==> src/design/iffm_pkg.sv <==
// Shared types and constants for the IFF mesh chunk parser.
package iffm_pkg;

  localparam logic [31:0] ID_FORM = 32'h464F_524D;
  localparam logic [31:0] ID_PNTS = 32'h504E_5453;
  localparam logic [31:0] ID_POLS = 32'h504F_4C53;

  localparam logic [3:0] VERTEX_BYTES = 4'd12;
  localparam logic [3:0] FACE_BYTES   = 4'd10;
  localparam logic [1:0] HDR_LAST     = 2'd3;
  localparam logic [15:0] FACE_VERTS  = 16'd3;
  localparam logic [23:0] COUNT_MAX   = 24'hFF_FFFF;

  localparam logic KIND_VERTEX = 1'b0;
  localparam logic KIND_FACE   = 1'b1;

  typedef enum logic [1:0] {
    PH_ID,
    PH_SIZE,
    PH_FORM_TYPE,
    PH_BODY
  } iffm_phase_e;

  typedef struct packed {
    logic [7:0] data;
    logic       start;
  } iffm_beat_t;

  typedef struct packed {
    logic        kind;
    logic [31:0] value_a;
    logic [31:0] value_b;
    logic [31:0] value_c;
    logic [23:0] number;
    logic        count_error;
  } iffm_result_t;

endpackage

==> src/design/iff_mesh_chunk_parser.sv <==
// Top level of the streaming IFF mesh chunk parser.
//
//   channel | direction | handshake                    | payload
//   --------+-----------+------------------------------+-----------------------------------
//   in      | input     | in_valid_i / in_stall_o      | data_byte_i, file_start_i
//   out     | output    | out_valid_o / out_stall_i    | item_kind_o, value_a_o, value_b_o,
//           |           |                              | value_c_o, item_number_o,
//           |           |                              | count_error_o
//
// One byte beat is taken every cycle while the input is not stalled; the chunk state is updated in a single pass.
// A result becomes valid on the outputs after the byte that completes its record
// is accepted: that byte is first registered in the input register, and the result
// is then registered in the result register.
// While the result register is full and stalled the parser does not advance, so a byte
// waiting in the input register holds and the input stalls at once, or after one more
// beat when the input register was empty.
// Reset clears the parse state but not the record words; file_start_i restarts the parse on its own byte.
module iff_mesh_chunk_parser (
  input  logic        clk_i,
  input  logic        rst_ni,
  input  logic        in_valid_i,
  output logic        in_stall_o,
  input  logic [7:0]  data_byte_i,
  input  logic        file_start_i,
  output logic        out_valid_o,
  input  logic        out_stall_i,
  output logic        item_kind_o,
  output logic [31:0] value_a_o,
  output logic [31:0] value_b_o,
  output logic [31:0] value_c_o,
  output logic [23:0] item_number_o,
  output logic        count_error_o
);
  import iffm_pkg::*;

  iffm_beat_t   beat_in;
  iffm_beat_t   beat_held;
  logic         beat_valid;
  logic         out_ready;
  logic         fire;
  logic         emit;
  iffm_result_t result_new;
  iffm_result_t result_out;

  assign beat_in.data  = data_byte_i;
  assign beat_in.start = file_start_i;
  assign fire          = beat_valid && out_ready;

  iffm_in_reg u_in_reg (
    .clk_i      (clk_i),
    .rst_ni     (rst_ni),
    .in_valid_i (in_valid_i),
    .in_stall_o (in_stall_o),
    .beat_i     (beat_in),
    .take_i     (fire),
    .valid_o    (beat_valid),
    .beat_o     (beat_held)
  );

  iffm_parse u_parse (
    .clk_i    (clk_i),
    .rst_ni   (rst_ni),
    .fire_i   (fire),
    .beat_i   (beat_held),
    .emit_o   (emit),
    .result_o (result_new)
  );

  iffm_out_reg u_out_reg (
    .clk_i       (clk_i),
    .rst_ni      (rst_ni),
    .emit_i      (emit),
    .result_i    (result_new),
    .ready_o     (out_ready),
    .out_valid_o (out_valid_o),
    .out_stall_i (out_stall_i),
    .result_o    (result_out)
  );

  assign item_kind_o   = result_out.kind;
  assign value_a_o     = result_out.value_a;
  assign value_b_o     = result_out.value_b;
  assign value_c_o     = result_out.value_c;
  assign item_number_o = result_out.number;
  assign count_error_o = result_out.count_error;

endmodule

==> src/design/iffm_in_reg.sv <==
// Input register that holds one incoming byte beat until the parser consumes it.
module iffm_in_reg (
  input  logic               clk_i,
  input  logic               rst_ni,
  input  logic               in_valid_i,
  output logic               in_stall_o,
  input  iffm_pkg::iffm_beat_t beat_i,
  input  logic               take_i,
  output logic               valid_o,
  output iffm_pkg::iffm_beat_t beat_o
);
  import iffm_pkg::*;

  logic       valid_q;
  iffm_beat_t beat_q;
  logic       load;

  // A held beat blocks new input unless it leaves in this cycle.
  assign in_stall_o = valid_q && !take_i;
  assign load       = in_valid_i && !in_stall_o;

  always_ff @(posedge clk_i or negedge rst_ni) begin
    if (!rst_ni) begin
      valid_q <= 1'b0;
    end else if (load) begin
      valid_q <= 1'b1;
    end else if (take_i) begin
      valid_q <= 1'b0;
    end
  end

  always_ff @(posedge clk_i) begin
    if (load) begin
      beat_q <= beat_i;
    end
  end

  assign valid_o = valid_q;
  assign beat_o  = beat_q;

endmodule

==> src/design/iffm_parse.sv <==
// Chunk header, FORM nesting and record assembly state with its update logic.
module iffm_parse (
  input  logic                   clk_i,
  input  logic                   rst_ni,
  input  logic                   fire_i,
  input  iffm_pkg::iffm_beat_t   beat_i,
  output logic                   emit_o,
  output iffm_pkg::iffm_result_t result_o
);
  import iffm_pkg::*;

  iffm_phase_e phase_q, phase_d, c_phase;
  logic [1:0]  hdr_q, hdr_d, c_hdr;
  logic [31:0] id_q, id_d, c_id;
  logic [31:0] chunk_q, chunk_d, c_chunk;
  logic [31:0] form_q, form_d, c_form;
  logic        inside_q, inside_d, c_inside;
  logic [3:0]  rec_q, rec_d, c_rec;
  logic [23:0] vcnt_q, vcnt_d, c_vcnt;
  logic [23:0] fcnt_q, fcnt_d, c_fcnt;
  logic [31:0] words_q [3];
  logic [31:0] words_d [3];

  logic [31:0] form_dec;
  logic        form_end;
  logic [31:0] chunk_dec;
  logic [31:0] size_new;
  logic [31:0] size_clamp;
  logic        is_data;
  logic [3:0]  rec_inc;
  logic        pnts_done;
  logic        pols_done;
  logic        body_data;

  // A start flag makes this byte see the reset state.
  always_comb begin
    c_phase  = beat_i.start ? PH_ID : phase_q;
    c_hdr    = beat_i.start ? 2'd0 : hdr_q;
    c_id     = beat_i.start ? 32'd0 : id_q;
    c_chunk  = beat_i.start ? 32'd0 : chunk_q;
    c_form   = beat_i.start ? 32'd0 : form_q;
    c_inside = beat_i.start ? 1'b0 : inside_q;
    c_rec    = beat_i.start ? 4'd0 : rec_q;
    c_vcnt   = beat_i.start ? 24'd0 : vcnt_q;
    c_fcnt   = beat_i.start ? 24'd0 : fcnt_q;

    form_dec   = (c_inside && (c_form != 32'd0)) ? c_form - 32'd1 : c_form;
    form_end   = c_inside && (form_dec == 32'd0);
    chunk_dec  = (c_chunk != 32'd0) ? c_chunk - 32'd1 : c_chunk;
    size_new   = {c_chunk[23:0], beat_i.data};
    size_clamp = (c_inside && (size_new > form_dec)) ? form_dec : size_new;
    is_data    = c_inside && ((c_id == ID_PNTS) || (c_id == ID_POLS));
    body_data  = (c_phase == PH_BODY) && is_data;
    rec_inc    = c_rec + 4'd1;
    pnts_done  = (c_id == ID_PNTS) && (rec_inc >= VERTEX_BYTES);
    pols_done  = (c_id == ID_POLS) && (rec_inc >= FACE_BYTES);
  end

  // Record words: the first byte of a word replaces it, later bytes shift in.
  always_comb begin
    for (int i = 0; i < 3; i++) begin
      words_d[i] = words_q[i];
      if (body_data && (c_rec[3:2] == 2'(i))) begin
        words_d[i] = (c_rec[1:0] == 2'd0) ? {24'd0, beat_i.data}
                                          : {words_q[i][23:0], beat_i.data};
      end
    end
  end

  // Next state.
  always_comb begin
    phase_d  = c_phase;
    hdr_d    = c_hdr;
    id_d     = c_id;
    chunk_d  = c_chunk;
    form_d   = form_dec;
    inside_d = c_inside;
    rec_d    = c_rec;
    vcnt_d   = c_vcnt;
    fcnt_d   = c_fcnt;

    case (c_phase)
      PH_ID: begin
        id_d  = {c_id[23:0], beat_i.data};
        hdr_d = c_hdr + 2'd1;
        if (c_hdr == HDR_LAST) begin
          phase_d = PH_SIZE;
        end
      end
      PH_SIZE: begin
        chunk_d = size_new;
        hdr_d   = c_hdr + 2'd1;
        if (c_hdr == HDR_LAST) begin
          rec_d = 4'd0;
          if (!c_inside && (c_id == ID_FORM)) begin
            if (size_new == 32'd0) begin
              phase_d = PH_ID;
            end else begin
              inside_d = 1'b1;
              form_d   = size_new;
              chunk_d  = 32'd0;
              phase_d  = PH_FORM_TYPE;
            end
          end else begin
            chunk_d = size_clamp;
            phase_d = (size_clamp != 32'd0) ? PH_BODY : PH_ID;
          end
        end
      end
      PH_FORM_TYPE: begin
        hdr_d = c_hdr + 2'd1;
        if (c_hdr == HDR_LAST) begin
          phase_d = PH_ID;
        end
      end
      PH_BODY: begin
        chunk_d = chunk_dec;
        if (is_data) begin
          rec_d = rec_inc;
          if (pnts_done) begin
            rec_d  = 4'd0;
            vcnt_d = (c_vcnt == COUNT_MAX) ? COUNT_MAX : c_vcnt + 24'd1;
          end else if (pols_done) begin
            rec_d  = 4'd0;
            fcnt_d = (c_fcnt == COUNT_MAX) ? COUNT_MAX : c_fcnt + 24'd1;
          end
        end
        if (chunk_dec == 32'd0) begin
          phase_d = PH_ID;
          rec_d   = 4'd0;
        end
      end
      default: begin
        phase_d = PH_ID;
      end
    endcase

    // The end of the enclosing FORM cuts off whatever was in progress.
    if (form_end) begin
      inside_d = 1'b0;
      form_d   = 32'd0;
      chunk_d  = 32'd0;
      phase_d  = PH_ID;
      hdr_d    = 2'd0;
      rec_d    = 4'd0;
    end
  end

  // Result of this byte.
  always_comb begin
    emit_o               = 1'b0;
    result_o.kind        = KIND_VERTEX;
    result_o.value_a     = words_d[0];
    result_o.value_b     = words_d[1];
    result_o.value_c     = words_d[2];
    result_o.number      = c_vcnt;
    result_o.count_error = 1'b0;
    if (body_data && pnts_done) begin
      emit_o = fire_i;
    end else if (body_data && pols_done) begin
      emit_o               = fire_i;
      result_o.kind        = KIND_FACE;
      result_o.value_a     = {16'd0, words_d[0][15:0]};
      result_o.value_b     = {16'd0, words_d[1][31:16]};
      result_o.value_c     = {16'd0, words_d[1][15:0]};
      result_o.number      = c_fcnt;
      result_o.count_error = (words_d[0][31:16] != FACE_VERTS);
    end
  end

  always_ff @(posedge clk_i or negedge rst_ni) begin
    if (!rst_ni) begin
      phase_q  <= PH_ID;
      hdr_q    <= 2'd0;
      id_q     <= 32'd0;
      chunk_q  <= 32'd0;
      form_q   <= 32'd0;
      inside_q <= 1'b0;
      rec_q    <= 4'd0;
      vcnt_q   <= 24'd0;
      fcnt_q   <= 24'd0;
    end else if (fire_i) begin
      phase_q  <= phase_d;
      hdr_q    <= hdr_d;
      id_q     <= id_d;
      chunk_q  <= chunk_d;
      form_q   <= form_d;
      inside_q <= inside_d;
      rec_q    <= rec_d;
      vcnt_q   <= vcnt_d;
      fcnt_q   <= fcnt_d;
    end
  end

  always_ff @(posedge clk_i) begin
    if (fire_i) begin
      words_q <= words_d;
    end
  end

  a_body_has_bytes: assert property (@(posedge clk_i) disable iff (!rst_ni)
    (phase_q == PH_BODY) |-> (chunk_q != 32'd0))
    else $error("body phase with no bytes left in the chunk");

  a_form_count_live: assert property (@(posedge clk_i) disable iff (!rst_ni)
    inside_q |-> (form_q != 32'd0))
    else $error("inside a FORM with an exhausted byte count");

  a_top_form_clear: assert property (@(posedge clk_i) disable iff (!rst_ni)
    !inside_q |-> (form_q == 32'd0))
    else $error("stale FORM count at top level");

  a_form_type_nested: assert property (@(posedge clk_i) disable iff (!rst_ni)
    (phase_q == PH_FORM_TYPE) |-> inside_q)
    else $error("FORM type bytes outside a FORM");

  a_record_range: assert property (@(posedge clk_i) disable iff (!rst_ni)
    rec_q < VERTEX_BYTES)
    else $error("record position past the longest record");

endmodule

==> src/design/iffm_out_reg.sv <==
// Result register that holds one vertex or face beat until downstream takes it.
module iffm_out_reg (
  input  logic                   clk_i,
  input  logic                   rst_ni,
  input  logic                   emit_i,
  input  iffm_pkg::iffm_result_t result_i,
  output logic                   ready_o,
  output logic                   out_valid_o,
  input  logic                   out_stall_i,
  output iffm_pkg::iffm_result_t result_o
);
  import iffm_pkg::*;

  logic         valid_q;
  iffm_result_t result_q;

  // The register can take a new result when empty or when its beat leaves now.
  assign ready_o = !valid_q || !out_stall_i;

  always_ff @(posedge clk_i or negedge rst_ni) begin
    if (!rst_ni) begin
      valid_q <= 1'b0;
    end else if (ready_o) begin
      valid_q <= emit_i;
    end
  end

  always_ff @(posedge clk_i) begin
    if (ready_o && emit_i) begin
      result_q <= result_i;
    end
  end

  assign out_valid_o = valid_q;
  assign result_o    = result_q;

  a_emit_only_when_ready: assert property (@(posedge clk_i) disable iff (!rst_ni)
    (valid_q && out_stall_i) |-> !emit_i)
    else $error("result produced while the output register is blocked");

  a_new_beat_loaded: assert property (@(posedge clk_i) disable iff (!rst_ni)
    (ready_o && emit_i) |=> valid_q)
    else $error("produced result was not captured");

  a_taken_beat_drops: assert property (@(posedge clk_i) disable iff (!rst_ni)
    (valid_q && !out_stall_i && !emit_i) |=> !valid_q)
    else $error("delivered beat remained valid");

endmodule
==> config.mk <==
export PLATFORM = sky130hd
export DESIGN_NAME = iff_mesh_chunk_parser
export DESIGN_NICKNAME = d
export VERILOG_FILES = /design/src/design/iffm_pkg.sv /design/src/design/iff_mesh_chunk_parser.sv /design/src/design/iffm_in_reg.sv /design/src/design/iffm_parse.sv /design/src/design/iffm_out_reg.sv
export SDC_FILE = /design/constraint.sdc
export NUM_CORES = 1
export LEC_CHECK = 0
export BUFFER_PORTS_ARGS = -buffer_cell sky130_fd_sc_hd__buf_2
export CORE_MARGIN = 2
export CORE_UTILIZATION = 45
export CTS_BUF_LIST = sky130_fd_sc_hd__clkbuf_8
export CTS_CLUSTER_DIAMETER = 150
export DETAILED_ROUTE_END_ITERATION = 12
export PLACE_DENSITY = 0.63
export SETUP_SLACK_MARGIN = 0.2
export SYNTH_ARGS = -nofsm -noshare
export SYNTH_HDL_FRONTEND = slang
export SYNTH_SLANG_ARGS = --single-unit
==> constraint.sdc <==
create_clock -name clk_i -period 14.25 [get_ports clk_i]
set_input_delay 1.425 -clock clk_i [delete_from_list [all_inputs] [get_ports clk_i]]
set_output_delay 1.425 -clock clk_i [all_outputs]
set_load 0.01 [all_outputs]
Yosys cells after proc, flatten, opt, wreduce, memory -nomap -nowiden

Index checks and enable logic that the tools add are counted.
Widths: inputs -> output; s select.

Input bits: 13
Bits in read-only memories: 0
Bits in latches: 0
Memories: 0
RAM bits: 0
Register bits after elaboration: 382

Shift operators: 0
Multipliers: 0
$add $sub $neg: 6
Bitwise logic cells: 1
Reduce and logical (&&, ||, !) cells: 36
Equal/unequal tests: 12
Magnitude comparators: 3
Mux-type cells: 67
Divide/modulo/power cells: 0

Operators with widths:

| operator              | count |
|---|---|
| $mux 32               | 22 |
| $mux 24               | 11 |
| $mux 122              | 1 |
| $mux 121              | 1 |
| $eq 32x31->1 const B  | 3 |
| $logic_not 32->1      | 3 |
| $reduce_bool 32->1    | 3 |
| $pmux 32 s2           | 1 |
| $sub 32x1->32 const B | 2 |
| $add 24x1->24 const B | 2 |
| $eq 24x24->1 const B  | 2 |
| $gt 32x32->1          | 1 |
| $mux 4                | 7 |
| $mux 2                | 12 |
| $logic_and 1x1->1     | 17 |
| $ne 16x2->1 const B   | 1 |
| $mux 1                | 10 |
| $eq 2x2->1 const B    | 4 |
| $ge 4x4->1 const B    | 2 |
| $pmux 2 s4            | 1 |
| $pmux 4 s2            | 1 |
| $logic_not 2->1       | 3 |
| $logic_not 1->1       | 5 |
| $add 4x1->4 const B   | 1 |
| 7 further kinds       | 9 |

Depth between registers and ports, before layout

Gate-level depths: netlist (run 1).

Depth after elaboration: 13
Depth in mapped cells: 28
Depth with buffers taken out: 22

By module

From an unflattened synthesis (run 1), not the netlist that was laid out.

Cell total of the unflattened synthesis: 2332
Area total of the unflattened synthesis: 21922.3 um^2

Modules (own cells, without submodules):

| module                | times used | sequential area each (um^2) | area an instance (um^2) | cells each |
|---|---|---|---|---|
| iffm_parse            | 1          | 6711.4                      | 17877.1                 | 2191 |
| iffm_out_reg          | 1          | 3688.5                      | 3711.1                  | 126 |
| iffm_in_reg           | 1          | 295.3                       | 327.8                   | 14 |
| iff_mesh_chunk_parser | 1          | 0.0                         | 6.3                     | 1 |

Worst setup path after synthesis (run 1)

No wires, ideal clock.

Path type: register to register
Start: reg u_in_reg.beat_q, in the netlist u_in_reg.beat_o[0]
End: reg u_out_reg.result_q, in the netlist u_out_reg.result_o[0], enable pin
Stages on the path, launching flop included: 18
Period minus slack after synthesis: 10.205 ns
Arrival time: 9.560 ns
Slack: 4.045 ns
Path through: edfxtp_1 buf_6 clkinv_1 clkbuf_1 buf_1 buf_2 buf_1 clkbuf_1 clkbuf_1 nand2_1 inv_1 ha_1 inv_1 xnor2_1 a2111o_1 or3_1 buf_2 a21oi_1

Word-level cells in the longest chain between the ends: 9
Elaborated cells between the ends (all ways): 20

Ends and longest elaborated chain:

| what                                                                | line               | source |
|---|---|---|
| start: declaration                                                  | iffm_in_reg.sv:15  | `iffm_beat_t beat_q;` |
| start signal: assignment                                            | iffm_in_reg.sv:34  | `beat_q <= beat_i;` |
| parallel branches: the longest is 7 deep, another holds $add 4x1->4 | -                  |  |
| $mux 1 (*)                                                          | iffm_parse.sv:158  | `if (body_data && pnts_done) begin` |
| $logic_and 1x1->1 (*)                                               | iffm_out_reg.sv:29 | `if (ready_o && emit_i) begin` |
| end signal: assignment                                              | iffm_out_reg.sv:30 | `result_q <= result_i;` |
| end: declaration                                                    | iffm_out_reg.sv:15 | `iffm_result_t result_q;` |

Every way passes the cells marked *.
A chain may end at the register's enable or synchronous reset.

Worst setup path in the final report (run 1)

Start: reg u_in_reg.beat_q, in the netlist u_in_reg.beat_o[0]
End: reg u_parse.chunk_q[14]

Word-level cells in the longest chain between the ends: 11
Elaborated cells between the ends (all ways): 30

Ends and longest elaborated chain:

| what                                                                   | line              | source |
|---|---|---|
| parallel branches: the longest is 10 deep, another holds $sub 32x1->32 | -                 |  |
| $mux 32 (*)                                                            | iffm_parse.sv:139 | `if (form_end) begin` |
| end signal: assignment                                                 | iffm_parse.sv:186 | `chunk_q <= chunk_d;` |
| end: declaration                                                       | iffm_parse.sv:15  | `logic [31:0] chunk_q, chunk_d, c_chunk;` |

Marks and branches as above.

==> summary.md, run 1 <==
| Metric | Value |
|---|---|
| Synth top area cells | edfxtp_1 (31%), dfrtp_1 (18%), nand2_1 (6.7%) |
| Comb power frac | 18.8% |
| Worst path required time | 14,810 ps |
| Cts bufs inserted | 70 |
| Psw | 0.902 mW |
| Yosys warns | 0 |
| Seq/Total Area, Yosys | 48.3% |
| Placed cell areas | 0.0234 mm² |
| CP Max Fanout | 38 |
| Syn Inst Count | 2,445 |
| Crit path launch type | flip-flop |
| Grt ovf | 0 |
| Worst skew pair latency | 670 ps |
| Fin Setup TNS | 0 ps |
| DRT Pass-1 Iters | 6 |
| CTS tree | done |
| Crit Path Class | flip-flop to flip-flop |
| First DRT Iteration DRCs | 2,308 |
| Die area | 0.0510 mm² |
| Root buf cell | clkbuf_8 |
| Port bufs | 136 |
| Resized Gates After CTS | 0 |
| Syn Area/Cell | 9.06 µm² |
| # IOs | 137 |
| Routability congestion estimate | 0.977 |
| Die span in y | 226 µm |
| Post-CTS Hold Buffers | 0 |
| Gr usage total | 28.5% |
| Cell Pwr Density | 116 mW/mm² |
| Area growth from synthesis to layout | 12.0% |
| Vias per inst | 6.06 |
| WL/cell | 22.4 µm |
| Post-DP HPWL | 50.1 mm |
| Synthesis-stage register bit count | 382 |
| P_int | 1.99 mW |
| Final setup vio count | 0 |
| Min-delay worst type | flip-flop to flip-flop |
| Die X | 226 µm |
| Drc violations | 0 |
| Hold Violations, Final | 0 |
| # nets final | 2,590 |
| TritonCTS Sinks | 382 |
| WL final | 73.0 mm |
| Asr flop ratio synth | 40.6% |
| Largest net degree at the start of global routing | 86 |
| Antenna violations before repair | 0 |
| Slew Limit Fails | 0 |
| Global-route wire length before repair | 111 mm |
| Rows | 81 |
| Share of the synthesized area in the top cell type | 30.8% |
| Top FF cell, synth | edfxtp_1 |
| Setup bufs post-CTS | 0 |
| Worst Path Arrival | 6900 ps |
| Pleak | 9.18 nW |
| Synth cell types | 99 |
| Worst Skew | 49.1 ps |
| Final worst path period share | 44.5% |
| Peak VDD IR | 55.9 µV |
| Worst slew pin tran | 1350 ps |
| Clk pwr share | 37.0% |
| Slew headroom | 7.54% |
| H-tree level count | 3 |
| ANT nets after route | 0 |
| Max Clock Freq | 0.158 GHz |
| Clk buf depth | 3 |
| Seq pwr share | 44.2% |
| Vias in the first global route | 18.5k |
| Post-route design area | 0.0248 mm² |
| Syn Nets | 2,497 |
| Unrepaired setup endpoints after global routing | no |
| Crit end category | flip-flop |
| Switching portion of total power | 31.2% |
| Status | finished, final reports clean |
| EDFF count, synth | 227 |
| CORE AREA | 0.0487 mm² |
| Crit path time final | 6340 ps |
| Via count | 19.7k |
| Leading area contributor after synthesis | edfxtp_1 |
| Max-Cap Viols | 0 |
| Starting density of the core | 45.4% |
| Share of layout cells above drive strength 1 | 13.4% |
| Clock transition at the registers of the reported paths | 60 ps |
| Cell Area, Synth | 0.0222 mm² |
==> state kept, by name, indices dropped and copies added, names as in the netlist <==
signal and count:
u_out_reg.result_o 122, u_parse.phase_q 2, u_parse.hdr_q 2, u_parse.form_q 32
u_in_reg.valid_o 1, u_parse.fcnt_q 24, u_parse.inside_q 1, u_parse.chunk_q 32
u_parse.id_q 32, u_out_reg.out_valid_o 1, u_parse.vcnt_q 24, u_parse.words_q 96
u_parse.rec_q 4, u_in_reg.beat_o 9
==> per-layer routing <==
layer  track usage (%)  part of all wire, %  up-vias
met4              13.7                  4.5        0
met3              5.23                  8.2      202
met5                 0                    0        -
li1                  -                    -     9114
met2              43.5                   44      975
met1              39.1                   43     9446
==> layout make-up <==
type,count,area [µm²]
clock buffers,80,1100
inverters,98,373
fillers,4584,23900
clock inverters,47,312
well taps,664,831
repair buffers,175,980
flip-flops and latches,382,10700
multi-input cells,1811,10500
diodes,1,2.50
==> synth_stat cells, drive strengths merged (12+ instances only) <==
cell type	n
buf	29
mux2	20
nand4	26
clkbuf	125
and3	19
nor2	219
or2	12
ha	39
nand3b	23
nor3b	22
a21o	14
a211oi	12
o31ai	19
o21ai	197
nor3	60
nand2	398
dfrtp	155
nor2b	26
edfxtp	227
xnor2	12
and2	46
nand2b	47
a221oi	29
a31oi	31
or3	25
a21oi	203
mux2i	22
inv	96
or4	15
nand3	53
o22a	24
nor4	42
==> power groups by stage <==
stage                     logic [mW]  registers, mW  clock network, mW
after global placement         0.525           1.29                  0
after global routing           0.585           1.28               1.14
after CTS                      0.530           1.27               1.09
final                          0.543           1.28               1.07
after floorplan                0.386           1.27                  0
after detailed placement       0.528           1.30                  0
==> final timing paths <==
check                              startpoint             endpoint  slack (ps)  cells past startpoint
max                        u_in_reg.beat_o[0]  u_parse.chunk_q[14]        7910                     24
min in group asynchronous              rst_ni   u_parse.form_q[17]         880                      1
min                         u_parse.vcnt_q[1]    u_parse.vcnt_q[1]         470                      2
min reg2reg                 u_parse.vcnt_q[1]    u_parse.vcnt_q[1]         470                      2
max in group asynchronous              rst_ni    u_parse.fcnt_q[4]       11830                      2
max reg2reg                u_in_reg.beat_o[0]  u_parse.chunk_q[14]        7910                     24
==> cells by family (layout without fill, tap and decap cells) <==
group,Yosys count,in the layout,synth area share (%)
simple gates,1063,1063,24.0
compound gates,648,648,18.3
flops,382,382,48.3
buf+inv,252,400,4.48
mux,42,42,2.01
fa+ha+maj,39,39,2.20
xor+xnor,19,19,0.751
other cells,0,1,0
==> cells in the final DEF (no fill, tap or decap), types with 46 or more instances in the layout <==
cell type	n
edfxtp_1	227
buf_2	135
inv_1	113
and2_1	46
nand2b_1	47
dfrtp_1	155
nand2_1	397
a21oi_1	200
o21ai_0	182
nand3_1	53
nor2_1	214
clkbuf_8	80
nor3_1	56
==> worst max-delay path, stage by stage, from the launching register on <==
cell	delay, ps
edfxtp_1	320
buf_4	360
inv_2	130
nand2_1	180
ha_1	220
and3b_1	360
and3_1	260
o21ai_0	150
or4_1	430
o311a_1	310
a21o_1	260
inv_1	90
ha_1	150
nand4_1	130
nor2_1	200
nand4_1	130
or2_2	300
o21ai_1	270
o2111ai_1	190
nand3_1	140
a21oi_2	30
buf_4	250
a21oi_2	890
a221oi_1	180
a211oi_1	280
==> through the flow <==
| stage | worst slack [ps] | instances | total power, mW | hold slack (ps) | utilization, % |
|---|---|---|---|---|---|
| 2_1_floorplan | 4040 | 2445 | 1.65 | 440 | - |
| 3_3_place_gp | 8200 | 3130 | 1.82 | 457 | 48.0 |
| 3_5_place_dp | 8090 | 3130 | 1.82 | 463 | 48.0 |
| 4_1_cts | 8070 | 3257 | 2.89 | 476 | 50.9 |
| 5_1_grt | 7500 | 3257 | 3.00 | 512 | 50.9 |
| 6_report | 7910 | 3258 | 2.89 | 471 | 50.9 |
No activity file was read; power rests on OpenSTA's default activity.
==> run 2: changes to the inputs <==
==> constraint.sdc (replaced) <==
create_clock -name clk_i -period 6.6 [get_ports clk_i]
set_input_delay 0.66 -clock clk_i [delete_from_list [all_inputs] [get_ports clk_i]]
set_output_delay 0.66 -clock clk_i [all_outputs]
set_load 0.01 [all_outputs]
==> summary.md, run 2 (synthesized netlist as in run 1, its figures left out) <==
| Metric | Value |
|---|---|
| Commonest non-fill, non-tap cells in the layout | nand2_1 (397), edfxtp_1 (227), nor2_1 (214) |
| Diode count | 0 |
| Largest net degree at the start of global routing | 130 |
| Final setup vio count | 0 |
| # nets final | 2,594 |
| ANT nets after route | 0 |
| Crit path time final | 5880 ps |
| Fin util | 50.8% |
| H-tree level count | 3 |
| Clk buf depth | 3 |
| Worst skew pair latency | 670 ps |
| Via count | 19.8k |
| Worst slew pin tran | 1360 ps |
| Pleak | 9.19 nW |
| Clock transition at the registers of the reported paths | 60 ps |
| Share of layout cells above drive strength 1 | 13.2% |
| CP Max Fanout | 12 |
| Max Clock Freq | 0.170 GHz |
| Max-Cap Viols | 0 |
| Routability congestion estimate | 0.940 |
| Global-route wire length before repair | 110 mm |
| CTS tree | done |
| Root buf cell | clkbuf_8 |
| First DRT Iteration DRCs | 2,133 |
| Worst Skew | 29.9 ps |
| Crit path launch type | flip-flop |
| Commonest non-fill, non-tap cell in the layout | nand2_1 |
| Fin Setup TNS | 0 ps |
| Crit Path Class | flip-flop to flip-flop |
| Die area | 0.0510 mm² |
| Die span in y | 226 µm |
| Post-DP HPWL | 48.6 mm |
| WL final | 71.3 mm |
| Post-route insts no fill | 3,260 |
| Cell Pwr Density | 245 mW/mm² |
| CORE AREA | 0.0487 mm² |
| Gr usage total | 27.7% |
| Final worst path period share | 89.0% |
| Port bufs | 136 |
| Slew headroom | 9.27% |
| Drc violations | 0 |
| Post-Place Cells | 3,133 |
| Grt ovf | 0 |
| Rows | 81 |
| Vias in the first global route | 19.0k |
| Crit end category | flip-flop |
| Status | finished, final reports clean |
| Starting density of the core | 45.4% |
| Peak VDD IR | 140 µV |
| Slew Limit Fails | 0 |
| Fillers | 4,554 |
| Min-delay worst type | input pin to flip-flop |
| Vias per inst | 6.06 |
| DRT Pass-1 Iters | 8 |
| TritonCTS Sinks | 382 |
| Antenna violations before repair | 1 |
| Max reg flops | 122 |
| Setup bufs post-CTS | 0 |
| Die X | 226 µm |
| Area growth from synthesis to layout | 11.7% |
| WL/cell | 21.9 µm |
| Unrepaired setup endpoints after global routing | no |
| Worst Path Arrival | 6350 ps |
| Cts bufs inserted | 70 |
| Worst path required time | 7080 ps |
| Hold Violations, Final | 0 |
| # IOs | 137 |
==> run 2: cell types whose count changed in the layout (fill, tap and decap cells not counted), sizes merged <==
| cell | before | now |
|---|---|---|
| clkbuf | 80 | 74 |
| buf | 175 | 178 |
| clkinvlp | 3 | 1 |
| diode | 1 | 0 |
| dlygate4sd3 | 0 | 1 |
| inv | 116 | 128 |
| clkinv | 22 | 20 |
| bufinv | 4 | 1 |
==> run 2: final cells by class <==
type / count / area [µm²] / area share (%)
repair buffers: 179 / 1050 / 4.24
flip-flops and latches: 382 / 10700 / 43.2
inverters: 98 / 373 / 1.51
clock inverters: 52 / 267 / 1.08
multi-input cells: 1811 / 10500 / 42.5
well taps: 664 / 831 / 3.36
clock buffers: 74 / 1020 / 4.12
==> run 2: routing by layer <==
| layer | global-route usage [%] | part of all wire, % | vias up |
|---|---|---|---|
| met5 | 0 | 0.018 | - |
| met1 | 38.5 | 44 | 9631 |
| li1 | - | - | 9097 |
| met4 | 11.5 | 3.3 | 2 |
| met2 | 42.8 | 45 | 881 |
| met3 | 4.89 | 7.7 | 143 |
==> run 2: path summary, 6_finish.rpt <==
check | slack [ps] | start | endpoint | cells past startpoint
worst min register to register | 470 | u_parse.vcnt_q[1] | u_parse.vcnt_q[1] | 2
worst max-delay path | 720 | u_parse.form_q[15] | u_parse.chunk_q[10] | 15
min in group asynchronous | 500 | rst_ni | u_parse.form_q[19] | 2
worst min-delay path | 180 | data_byte_i[0] | u_in_reg.beat_o[1] | 1
worst max register to register | 720 | u_parse.form_q[15] | u_parse.chunk_q[10] | 15
max in group asynchronous | 4850 | rst_ni | u_parse.fcnt_q[7] | 3
==> run 2: worst max-delay path, cell delays in order, from the launching register on <==
cell and delay [ps]:
dfrtp_1 470, nor4_2 470, o21ai_1 380, o41ai_1 1000, o311ai_0 350, o21a_1 240, ha_1 300, nand4_1 130
nor3_1 430, a221oi_1 160, o21ai_0 270, a311oi_4 220, a21boi_2 540, o21ai_1 280, a221oi_1 350, a211oi_1 100
==> run 2: what timing repair did <==
action	in CTS	in global routing
endpoints found under the hold margin	41	0
gates resized for setup	0	0
hold buffers	1	0
==> run 2: power breakdown <==
| part | leakage, nW | switching (mW) | internal [mW] |
|---|---|---|---|
| clock network | 0.767 | 1.04 | 1.08 |
| logic | 4.83 | 0.763 | 0.418 |
| registers | 3.59 | 0.145 | 2.61 |
==> run 2: stage by stage <==
step                      setup slack (ps)  hold slack (ps)  total power [mW]  area (µm²)
after floorplan                        417              364              3.57       22200
after global placement                1120              456              3.93       23400
after detailed placement              1040              462              3.94       23400
after CTS                              985              126              6.09       24700
after global routing                   505              168              6.31       24700
final                                  725              184              6.06       24700
